[src/sv/lbpq_pkg.sv]
package lbpq_pkg;

   localparam int NUM_BUCKETS_DEF = 1024;
   localparam int NUM_HANDLES_DEF = 1024;
   localparam int MAX_ENTRIES_DEF = 4096;

   localparam int FIELD_W = 10;

   localparam logic [1:0] REQ_INSERT   = 2'd0;
   localparam logic [1:0] REQ_POP      = 2'd1;
   localparam logic [1:0] REQ_CONTAINS = 2'd2;

   typedef struct packed {
      logic [1:0]         req_type;
      logic [FIELD_W-1:0] handle;
      logic [FIELD_W-1:0] priority_req;
   } req_type_type;

   typedef struct packed {
      logic [FIELD_W-1:0] out_handle;
      logic               found;
      logic               in_queue;
      logic               queue_empty;
      logic               error_code;
   } rsp_type;

   // Commands from the controller to the datapath.
   typedef struct packed {
      logic latch_req;
      logic clear_step;
      logic rd_bucket;
      logic rd_entry;
      logic do_insert;
      logic do_contains;
      logic pop_advance;
      logic pop_take;
      logic pop_none;
      logic ins_error;
   } cmd_type;

   // Status from the datapath to the controller.
   typedef struct packed {
      logic clear_done;
      logic req_is_insert;
      logic req_is_pop;
      logic req_is_contains;
      logic ins_ok;
      logic count_zero;
      logic min_past_end;
      logic bucket_used;
      logic entry_valid;
   } sts_type;

endpackage

[src/sv/lbpq_ctrl.sv]
module lbpq_ctrl (
   input  logic                clock,
   input  logic                reset,
   input  logic                req_valid,
   output logic                req_ready,
   output logic                rsp_valid,
   input  logic                rsp_ready,
   input  lbpq_pkg::rsp_type   rsp_data_in,
   output lbpq_pkg::rsp_type   rsp_data,
   input  lbpq_pkg::sts_type   sts,
   output lbpq_pkg::cmd_type   cmd
);

   typedef enum logic [2:0] {
      ST_IDLE, ST_RD, ST_EXEC, ST_PRD, ST_PENT, ST_PCHK
   } state_type;

   state_type         state_ff, state_in;
   logic              rsp_valid_ff;
   lbpq_pkg::rsp_type rsp_data_ff;
   logic              emit;

   assign req_ready = (state_ff == ST_IDLE) && sts.clear_done && !rsp_valid_ff;

   always_comb begin
      state_in = state_ff;
      cmd = '0;
      emit = 1'b0;
      case (state_ff)
         ST_IDLE: begin
            cmd.latch_req = req_ready;
            if (req_valid && req_ready) begin
               state_in = ST_RD;
            end
         end
         ST_RD: begin
            cmd.rd_bucket = 1'b1;
            if (sts.req_is_pop) begin
               if (sts.count_zero || sts.min_past_end) begin
                  cmd.pop_none = 1'b1;
                  emit = 1'b1;
                  state_in = ST_IDLE;
               end else begin
                  state_in = ST_PRD;
               end
            end else begin
               state_in = ST_EXEC;
            end
         end
         ST_EXEC: begin
            cmd.do_insert   = sts.req_is_insert;
            cmd.ins_error   = sts.req_is_insert && !sts.ins_ok;
            cmd.do_contains = sts.req_is_contains;
            emit = 1'b1;
            state_in = ST_IDLE;
         end
         ST_PRD: begin
            if (!sts.bucket_used) begin
               cmd.pop_advance = 1'b1;
               state_in = ST_RD;
            end else begin
               state_in = ST_PENT;
            end
         end
         ST_PENT: begin
            cmd.rd_entry = 1'b1;
            state_in = ST_PCHK;
         end
         ST_PCHK: begin
            cmd.pop_take = 1'b1;
            cmd.rd_entry = 1'b1;
            if (sts.entry_valid) begin
               emit = 1'b1;
               state_in = ST_IDLE;
            end else begin
               state_in = ST_RD;
            end
         end
         default: state_in = ST_IDLE;
      endcase
   end

   always_ff @(posedge clock) begin
      if (reset) begin
         state_ff     <= ST_IDLE;
         rsp_valid_ff <= 1'b0;
      end else begin
         state_ff <= state_in;
         if (emit) begin
            rsp_valid_ff <= 1'b1;
         end else if (rsp_ready) begin
            rsp_valid_ff <= 1'b0;
         end
      end
      if (emit) begin
         rsp_data_ff <= rsp_data_in;
      end
   end

   assign rsp_valid = rsp_valid_ff;
   assign rsp_data  = rsp_data_ff;

   a_one_rsp: assert property (@(posedge clock) disable iff (reset)
      emit |-> !rsp_valid_ff) else $error("result overwritten");
   a_no_accept_busy: assert property (@(posedge clock) disable iff (reset)
      (state_ff != ST_IDLE) |-> !req_ready) else $error("accept while busy");
   a_found_pop: assert property (@(posedge clock) disable iff (reset)
      (emit && rsp_data_in.found) |-> cmd.pop_take) else $error("found outside pop");

endmodule

[config.mk]
export PLATFORM = sky130hd
export DESIGN_NAME = lbpq_ctrl
export DESIGN_NICKNAME = d
export VERILOG_FILES = /design/src/sv/lbpq_pkg.sv /design/src/sv/lbpq_ctrl.sv
export SDC_FILE = /design/constraint.sdc
export NUM_CORES = 1
export LEC_CHECK = 0
export ABC_AREA = 1
export BUFFER_PORTS_ARGS = -buffer_cell sky130_fd_sc_hd__buf_4
export CAP_MARGIN = 20
export CELL_PAD_IN_SITES_DETAIL_PLACEMENT = 1
export CELL_PAD_IN_SITES_GLOBAL_PLACEMENT = 2
export CORE_MARGIN = 3
export CORE_UTILIZATION = 23
export CTS_CLUSTER_SIZE = 30
export DETAILED_ROUTE_END_ITERATION = 12
export GPL_TIMING_DRIVEN = 0
export PLACE_DENSITY_LB_ADDON = 0.1
export SLEW_MARGIN = 20
export SYNTH_ARGS = -nofsm -noshare
export SYNTH_HDL_FRONTEND = slang
export SYNTH_SLANG_ARGS = --single-unit
[constraint.sdc]
create_clock -name clock -period 3.31 [get_ports clock]
set_input_delay 0.1655 -clock clock [delete_from_list [all_inputs] [get_ports clock]]
set_output_delay 0.1655 -clock clock [all_outputs]
set_load 0.03 [all_outputs]
Word-level counts from Yosys, hierarchy flattened
Index checks and enable logic that the tools add are counted.
Word-level totals
  register bits: 18
  latch bits: 0
  memory bits (writable): 0
  bits in read-only memories: 0
  memories kept: 0
Operators by class
  add/sub/neg operators: 0
  multiply operators: 0
  div/mod/pow operators: 0
  order comparisons: 0
  equal/unequal tests: 6
  shift operators: 0
  mux-type cells: 21
  bitwise operators: 0
  reductions and logical operators: 10
Operator list (count)
  $pmux 3 s5: 1
  $mux 1: 14
  $eq 3x2->1 const B: 2
  $eq 3x3->1 const B: 2
  $mux 2: 3
  $mux 3: 2
  $logic_and 1x1->1: 4
  $eq 3x1->1 const B: 1
  $logic_not 3->1: 1
  $pmux 1 s3: 1
  $logic_not 1->1: 2
  $ne 2x1->1 const B: 1
  $reduce_bool 2->1: 1
  $reduce_or 2->1: 1
  $logic_or 1x1->1: 1

Longest topological paths before layout
Gate-level depths: netlist of run 1.
  word-level depth: 6
  gate-level depth with buffers: 6
  mapped depth without buffers: 6

Worst setup path after synthesis of run 1
OpenSTA, ideal clock, no wires.
  path type: register -> register
  from: register state_ff[1]
  to: register rsp_data_ff, in the netlist rsp_data[0] (enable)
  data arrival time: 1282 ps
  required time: 2956 ps
  slack: 1674 ps
  cell stages (with the launch flop): 6
  buffers on the path: 0
  period minus slack after synthesis: 1636 ps
  cell sequence: dfxtp_1 > inv_2 > nand3_2 > nor2_2 > nor2_2 > inv_1
On the way
  longest elaborated chain between the ends: 2
RTL lines
  start, declared: line lbpq_ctrl.sv:18  | state_type state_ff, state_in;
  start signal, assigned: line lbpq_ctrl.sv:88  | state_ff <= state_in;
  $eq 3x3->1, or another cell as far along: line lbpq_ctrl.sv:29  | case (state_ff)
  $pmux 1 s3 (*): line lbpq_ctrl.sv:29
  named net emit: line lbpq_ctrl.sv:21  | logic emit;
  end signal, assigned: line lbpq_ctrl.sv:96  | rsp_data_ff <= rsp_data_in;
  end, declared: line lbpq_ctrl.sv:20  | lbpq_pkg::rsp_type rsp_data_ff;
Mark *: on every way through the listed nets, which the timed path passes. The rest lies on a longest branch.
A chain may end at the register's enable or synchronous reset.

Worst setup path after layout of run 1
  from: register state_ff[1]
  to: register rsp_data_ff, in the netlist rsp_data[8] (enable)
The elaborated chain is that of the path after synthesis.

==> impl_metrics.py, run 1 <==
metrics = {
    "run_status": {
        "status": "completed",
    },
    "critical_path": {
        "critPathKind": "reg -> reg",
        "path_buf_inv": 2,
        "crit_arrival_ns": 1.54,
        "required_ns": 3.25,
        "cp_cell_sequence": "inv_2, nand3_2, nor2_2, nor2_2, inv_1",
        "crit_family": "buffers and inverters",
        "crit_slowest_cell": "dfxtp_1",
        "end_kind": "flip-flop",
        "crit_start": "state_ff[1]$_SDFFE_PP0P_",
        "start_kind": "flip-flop",
        "crit_top_cell": "nor2_2",
        "r2r_start": "state_ff[1]$_SDFFE_PP0P_",
        "rrSetupSlack_ns": 1.70,
        "cp_max_fo": 14,
        "cp_slowest_stage_delay_ns": 0.39,
    },
    "clock_tree": {
        "cts_hold_buf": 0,
        "cts_setup_buffers": 0,
        "cts_sinks": 18,
        "cts_buffers": 3,
        "htreeDepth": 1,
        "clockBufferDepth": 2,
        "cts_resized": 0,
        "cts_root_buffer": "clkbuf_4",
        "cts_tree": "yes",
        "clkTransAtPathRegs_ns": 0.11,
        "clock_latency_ns": 0.30,
    },
    "placement": {
        "place_inst": 160,
        "gp_congestion": 0.692,
        "hpwl_mm": 1.61,
        "io_buffers": 51,
    },
    "yosys": {
        "synth_area_sq_um": 736,
        "synth_cell_type_count": 19,
        "synth.top_cells.by_count": "edfxtp_1, nor2_1, inv_1, nand2_1, nand3_1",
        "yosysWarningCount": 0,
        "synth_seq_cells": 18,
        "postSynthAreaPerCell_sq_um": 11.0,
        "syn_nets": 94,
        "synth_area_leaders": "edfxtp_1, dfxtp_1, nor2_1",
        "syn_inst": 67,
        "yosysSeqAreaShare_pct": 68.0,
        "synth_ff_type": "edfxtp_1",
        "synth_edf_count": 14,
        "async_reset_ff_share_pct": 0,
        "yosysTopAreaCell": "edfxtp_1",
        "synth_top_area_share_pct": 57.1,
        "yosysMostFrequentCell": "edfxtp_1",
    },
    "floorplan": {
        "die_w_um": 62.6,
        "core_area_sq_um": 2900,
        "initial_utilization_pct": 25.4,
        "io_pins": 53,
        "fp.dieH_um": 62.6,
        "rows": 19,
        "die-area_sq_um": 3910,
    },
    "timing": {
        "slew_viol_final": 0,
        "period_minus_slack_ns": 1.61,
        "rsz0062_at_grt": "false",
        "finalCritPeriodShare_pct": 48.5,
        "slew_headroom_pct": 65.9,
        "worst_slew_pin_slew_ns": 0.511,
        "hold_ws_ns": 0.0297,
        "setup_viol": 0,
        "fmax_mhz": 623,
        "tns_ns": 0,
        "finClkSkew_ns": 0.0147,
        "hold_violations": 0,
    },
    "grt": {
        "grt_pass1_vias": 681,
        "grt_pass1_wl_mm": 3.06,
        "grt_overflow": 0,
        "grt_usage_pct": 9.99,
        "grt_max_degree": 15,
        "antenna_found_initial": 0,
    },
    "hold_path": {
        "hold_start": "rsp_data_in[10]",
        "hp-class": "in -> reg",
    },
    "finish": {
        "drive_gt1_share_pct": 53.3,
        "syn_to_final_growth_pct": 62.8,
        "antenna_cells": 0,
        "final_nets": 150,
        "instances_no_fill": 164,
        "fill_cells": 353,
    },
    "run": {
        "cap_violations": 0,
    },
    "route": {
        "drtAntennaViolNets": 0,
        "wirelength_mm": 1.90,
        "vias_per_cell": 4.18,
        "firstDrtPassIters": 4,
        "avgRoutedWirePerCell_um": 11.6,
        "drc": 0,
        "drt_first_iter_violations": 7,
        "dr_total_vias": 685,
    },
    "pwr": {
        "ir_worst_vdd_v": 0.000169,
        "p_leak_nw": 0.561,
        "powerDensity_nw_per_um2": 414,
    },
}
==> final timing paths <==
| kind | endpoint | cells past startpoint |
|---|---|---|
| setup reg to reg | rsp_data[8]$_DFFE_PP_ | 5 |
| hold / removal | rsp_data[10]$_DFFE_PP_ | 1 |
| hold reg to reg | state_ff[2]$_SDFFE_PP0P_ | 2 |
| setup / recovery | rsp_data[8]$_DFFE_PP_ | 5 |
==> sequential cells by signal (all words and copies together), names as in the netlist <==
name and cells:
state_ff 3, rsp_valid 1, rsp_data 14
==> final cells by class <==
class | count | area, sq um | share of cell area, %
plain buffers | 1 | 7.51 | 0.627
clock buffers | 3 | 22.5 | 1.88
clock inverters | 1 | 3.75 | 0.313
inverters | 10 | 37.5 | 3.13
multi-input cells | 38 | 190 | 15.9
flip-flops and latches | 18 | 500 | 41.8
well taps | 42 | 52.6 | 4.39
repair buffers | 51 | 383 | 32.0
==> where the power goes <==
| group | internal, mW | switching, mW | total, mW |
|---|---|---|---|
| clock network | 0.0439 | 0.0694 | 0.113 |
| registers | 0.259 | 0.00578 | 0.265 |
| logic | 0.0491 | 0.0692 | 0.118 |
==> placed cells by master, fill, tap and decap left out <==
master,instances
a21oi_1,1
a21oi_2,1
buf_4,52
clkbuf_4,3
clkinv_1,1
conb_1,1
dfxtp_1,4
edfxtp_1,14
inv_1,7
inv_2,3
nand2_1,7
nand3_1,5
nand3_2,1
nand3b_1,1
nand4_1,2
nor2_1,8
nor2_2,4
nor3_1,4
o21ai_0,1
o21ai_1,1
or2_2,1
==> per-layer routing <==
layer,routed length (um),up-vias,GRT usage (%)
met4,11,0,2.48
met3,145,2,4.14
met1,785,316,12.0
li1,-,332,-
met2,955,35,16.5
met5,0,-,0
==> cells by family (layout without fill, tap and decap cells) <==
family,count (synthesis),after routing,share of synthesized area (%)
AOI/OAI and AO/OA,4,4,3.23
and+or+nand+nor,33,33,22.1
buffers and inverters,11,66,6.12
DFF,18,18,68.0
other,1,1,0.510
==> metrics by stage <==
stage | setup WS, ns | total power, mW | util [%] | cell area (sq um)
3_5_place_dp | 1.72 | 0.390 | 40.4 | 1170
6_report | 1.70 | 0.496 | 41.3 | 1200
2_1_floorplan | 1.67 | 0.333 | - | 736
5_1_grt | 1.54 | 0.522 | 41.3 | 1200
3_3_place_gp | 1.72 | 0.388 | 40.4 | 1170
4_1_cts | 1.69 | 0.506 | 41.3 | 1200
(Power assumes the default switching activity.)
==> run 2, diff against run 1 <==
CORE_UTILIZATION = 21   (was 23)
clock period = 1.6 ns   (was 3.31 ns; I/O delays follow)
==> impl_metrics.py, run 2 (synthesis results as in run 1) <==
metrics = {
    "run_status": {
        "status": "completed",
    },
    "pwr": {
        "powerDensity_nw_per_um2": 780,
        "p_clk_share_pct": 21.9,
        "switchingPower_mw": 0.302,
        "p_leak_nw": 0.621,
        "p_total_mw": 1.05,
        "combPwrFrac_pct": 26.2,
        "switching_share_pct": 28.7,
        "ir_worst_vdd_v": 0.000325,
        "internal-power_mw": 0.752,
        "p_seq_share_pct": 52.0,
    },
    "finish": {
        "largest_register_ffs": 14,
        "drive_gt1_share_pct": 48.2,
        "final_area_sq_um": 1350,
        "instances_no_fill": 181,
        "fill_cells": 389,
        "syn_to_final_growth_pct": 83.5,
        "final_cell_mix": "buf_4, dlygate4sd3_1, edfxtp_1",
        "fin_util_pct": 42.1,
        "antenna_cells": 0,
        "final_nets": 165,
        "final_common_cell": "buf_4",
    },
    "timing": {
        "fin_ws_ns": 0.164,
        "slew_viol_final": 0,
        "finalCritPeriodShare_pct": 89.8,
        "tns_ns": 0,
        "hold_ws_ns": 0.0306,
        "rsz0062_at_grt": "false",
        "fmax_mhz": 696,
        "hold_violations": 0,
        "setup_viol": 0,
        "finClkSkew_ns": 0.0116,
        "period_minus_slack_ns": 1.44,
    },
    "grt": {
        "antenna_found_initial": 0,
        "grt_usage_pct": 10.5,
        "grt_pass1_vias": 773,
        "grt_pass1_wl_mm": 3.51,
        "grt_max_degree": 15,
        "grt_overflow": 0,
    },
    "floorplan": {
        "core_area_sq_um": 3200,
        "fp.dieH_um": 65.2,
        "rows": 20,
        "initial_utilization_pct": 23.0,
        "io_pins": 53,
        "die-area_sq_um": 4250,
        "die_w_um": 65.2,
    },
    "route": {
        "firstDrtPassIters": 4,
        "drt_first_iter_violations": 17,
        "dr_total_vias": 730,
        "drtAntennaViolNets": 0,
        "vias_per_cell": 4.03,
        "wirelength_mm": 2.11,
        "avgRoutedWirePerCell_um": 11.6,
        "drc": 0,
    },
    "placement": {
        "gp_congestion": 0.653,
        "io_buffers": 51,
        "hpwl_mm": 1.59,
        "dpl_cell_area_sq_um": 1170,
        "place_inst": 162,
        "place_ws_ns": 0.164,
    },
    "critical_path": {
        "required_ns": 1.57,
        "cp_max_fo": 14,
        "crit_slowest_cell": "dfxtp_1",
        "cp_cell_sequence": "inv_2, nand3_1, nand2_1, nor2_2, inv_2",
        "cp_slowest_stage_delay_ns": 0.39,
        "r2r_start": "state_ff[2]$_SDFFE_PP0P_",
        "rrSetupSlack_ns": 0.16,
        "start_kind": "flip-flop",
        "critPathKind": "reg -> reg",
        "reg2reg_depth": 5,
        "crit_arrival_ns": 1.41,
        "r2r_end": "rsp_data[7]$_DFFE_PP_",
        "crit_top_cell": "inv_2",
        "end_kind": "flip-flop",
    },
    "run": {
        "cap_violations": 0,
    },
    "clock_tree": {
        "cts_buffers": 3,
        "htreeDepth": 1,
        "cts_hold_buf": 15,
        "cts_sinks": 18,
        "clock_latency_ns": 0.30,
        "cts_setup_buffers": 0,
        "cts_root_buffer": "clkbuf_4",
        "clkTransAtPathRegs_ns": 0.11,
        "cts_tree": "yes",
        "clockBufferDepth": 2,
        "cts_resized": 0,
    },
    "hold_path": {
        "hold_depth": 3,
        "hold_end": "rsp_valid$_SDFFE_PP0P_",
        "hp-class": "in -> reg",
        "hold_start": "rsp_ready",
    },
}
## run 2: how the worst max path moves through the flow
stage,startpoint,to,slack [ns],cells after the start
after floorplan,state_ff[1]$_SDFFE_PP0P_,rsp_data[0]$_DFFE_PP_,0.10,5
after global placement,state_ff[2]$_SDFFE_PP0P_,rsp_data[9]$_DFFE_PP_,0.17,5
after detailed placement,state_ff[2]$_SDFFE_PP0P_,rsp_data[6]$_DFFE_PP_,0.16,5
after CTS,state_ff[2]$_SDFFE_PP0P_,rsp_data[6]$_DFFE_PP_,0.13,5
after global routing,state_ff[2]$_SDFFE_PP0P_,cmd[0],0.03,4
final,state_ff[2]$_SDFFE_PP0P_,rsp_data[7]$_DFFE_PP_,0.16,5
## run 2: worst max-delay path, delay by kind of cell, from the launching register on
family | cells | cell delay, ns
buffers and inverters | 2 | 0.36
and+or+nand+nor | 3 | 0.35
DFF | 1 | 0.39
## run 2: per-layer routing
| layer | track usage (%) | vias up | wire length, um |
|---|---|---|---|
| met5 | 0 | - | 0 |
| met4 | 1.55 | 0 | 11 |
| met3 | 4.27 | 3 | 151 |
| met2 | 19.3 | 27 | 1140 |
| met1 | 11.5 | 338 | 800 |
| li1 | - | 362 | - |
## run 2: final cells by class
class,instances,area (sq um),share of cell area [%]
clock inverter,1,3.75,0.278
multi-input combinational,38,190,14.1
tap,44,55.1,4.08
buffer,1,7.51,0.556
timing repair buffer,66,533,39.5
clock buffer,3,22.5,1.67
inverter,10,37.5,2.78
sequential,18,500,37.1
## run 2: power groups by stage
| stage | combinational (mW) | sequential, mW | clock (mW) |
|---|---|---|---|
| floorplan | 0.0895 | 0.600 | 0 |
| global placement | 0.247 | 0.558 | 0 |
| detailed placement | 0.249 | 0.559 | 0 |
| CTS | 0.279 | 0.548 | 0.248 |
| global route | 0.300 | 0.551 | 0.258 |
| finish | 0.276 | 0.548 | 0.230 |
==> run 3, diff against run 2 <==
CORE_UTILIZATION = 23   (was 21)
clock period = 1.67 ns   (was 1.6 ns; I/O delays follow)
==> impl_metrics.py, run 3 (synthesis results as in run 1) <==
metrics = {
    "timing": {
        "rsz0062_at_grt": "false",
        "finClkSkew_ns": 0.0127,
        "fmax_mhz": 648,
        "hold_violations": 0,
        "setup_viol": 0,
        "fin_ws_ns": 0.128,
        "tns_ns": 0,
        "finalCritPeriodShare_pct": 92.4,
        "period_minus_slack_ns": 1.54,
        "slew_viol_final": 0,
    },
    "grt": {
        "grt.busiest_layer": "met2",
        "grt_max_degree": 15,
        "grt_pass1_vias": 770,
        "grt_usage_pct": 11.7,
        "met2_usage_pct": 20.4,
        "antenna_found_initial": 0,
        "grtUsageMet3_pct": 3.96,
        "grt_overflow": 0,
        "gr-usage-met1_pct": 13.9,
        "grt_pass1_wl_mm": 3.59,
    },
    "critical_path": {
        "required_ns": 1.74,
        "cp_slowest_stage_delay_ns": 0.46,
        "cp_cell_sequence": "inv_2, nand3_1, nand2_1, nor2_2, clkinvlp_4, buf_12",
        "end_kind": "flip-flop",
        "cp_max_fo": 13,
        "critPathKind": "reg -> reg",
        "crit_arrival_ns": 1.61,
        "start_kind": "flip-flop",
        "crit_slowest_cell": "dfxtp_1",
    },
    "floorplan": {
        "rows": 19,
        "die-area_sq_um": 3910,
        "die_w_um": 62.6,
        "initial_utilization_pct": 25.4,
        "core_area_sq_um": 2900,
        "fp.dieH_um": 62.6,
        "io_pins": 53,
    },
    "route": {
        "vias_per_cell": 4.08,
        "dr_total_vias": 735,
        "drc": 0,
        "wirelength_mm": 2.18,
        "avgRoutedWirePerCell_um": 12.1,
        "drtAntennaViolNets": 0,
        "firstDrtPassIters": 2,
        "drt_first_iter_violations": 13,
    },
    "pwr": {
        "p_total_mw": 1.03,
        "ir_worst_vdd_v": 0.000348,
        "p_leak_nw": 0.623,
        "powerDensity_nw_per_um2": 752,
    },
    "placement": {
        "dpl_cell_area_sq_um": 1170,
        "io_buffers": 51,
        "gp_congestion": 0.692,
        "place_ws_ns": 0.0784,
        "hpwl_mm": 1.61,
    },
    "clock_tree": {
        "cts_root_buffer": "clkbuf_4",
        "clock_latency_ns": 0.30,
        "htreeDepth": 1,
        "cts_buffers": 3,
        "cts_tree": "yes",
        "cts_sinks": 18,
        "clkTransAtPathRegs_ns": 0.11,
        "clockBufferDepth": 2,
    },
    "hold_path": {
        "hp-class": "in -> reg",
    },
    "finish": {
        "antenna_cells": 0,
        "final_area_sq_um": 1370,
        "final_common_cell": "buf_4",
        "largest_register_ffs": 14,
        "final_nets": 166,
        "drive_gt1_share_pct": 48.6,
        "final_cell_mix": "buf_4, dlygate4sd3_1, edfxtp_1",
        "syn_to_final_growth_pct": 86.4,
    },
    "run": {
        "cap_violations": 0,
    },
    "run_status": {
        "status": "completed",
    },
}
==> run 3: changes by cell type in the layout (fill, tap and decap cells not counted) <==
cell and delta:
clkinvlp_4 +1, buf_12 +1, inv_2 -1
==> run 3: layout make-up <==
type | count | area, sq um
clock buffer | 3 | 22.5
fill | 352 | 1530
buffer | 1 | 7.51
timing repair buffer | 67 | 553
multi-input combinational | 38 | 190
clock inverter | 1 | 3.75
inverter | 10 | 41.3
tap | 42 | 52.6
sequential | 18 | 500
==> run 3: repair_timing <==
action	CTS	global route
endpoints found under the hold margin	17	0
endpoints found under the setup margin	0	14
setup buffers	0	1
hold buffers	15	0
resized for setup	0	1
==> run 3: critical path, delay by kind of cell, from the launching register on <==
kind	cells	cell delay, ns
AND/OR/NAND/NOR	3	0.42
buffers and inverters	3	0.41
flip-flops	1	0.46
==> run 3: final timing paths <==
path                             from                  endpoint  slack (ns)  cells past startpoint
max          state_ff[2]$_SDFFE_PP0P_     rsp_data[8]$_DFFE_PP_        0.13                      6
min                         rsp_ready    rsp_valid$_SDFFE_PP0P_        0.04                      3
max reg2reg  state_ff[2]$_SDFFE_PP0P_     rsp_data[8]$_DFFE_PP_        0.13                      6
min reg2reg  state_ff[2]$_SDFFE_PP0P_  state_ff[2]$_SDFFE_PP0P_        0.59                      2
==> run 3: power breakdown <==
part	switching, mW	leakage [nW]	total, mW	internal (mW)
clock network	0.142	0.0154	0.230	0.0872
registers	0.0120	0.160	0.525	0.513
logic	0.148	0.447	0.277	0.129
==> run 3: through the flow <==
step | hold slack, ns | std cells | utilization (%)
finish | 0.0386 | 180 | 47.3
global route | 0.0318 | 180 | 47.3
CTS | 0.0311 | 179 | 46.5
detailed placement | 0.263 | 160 | 40.4
global placement | 0.262 | 160 | 40.4
floorplan | 0.146 | 67 | -
==> run 3: layer usage <==
metal / wire [um] / part of all wire, %
met5: 0 / 0
met4: 29 / 1.3
met3: 146 / 6.7
met2: 1120 / 52
met1: 876 / 40
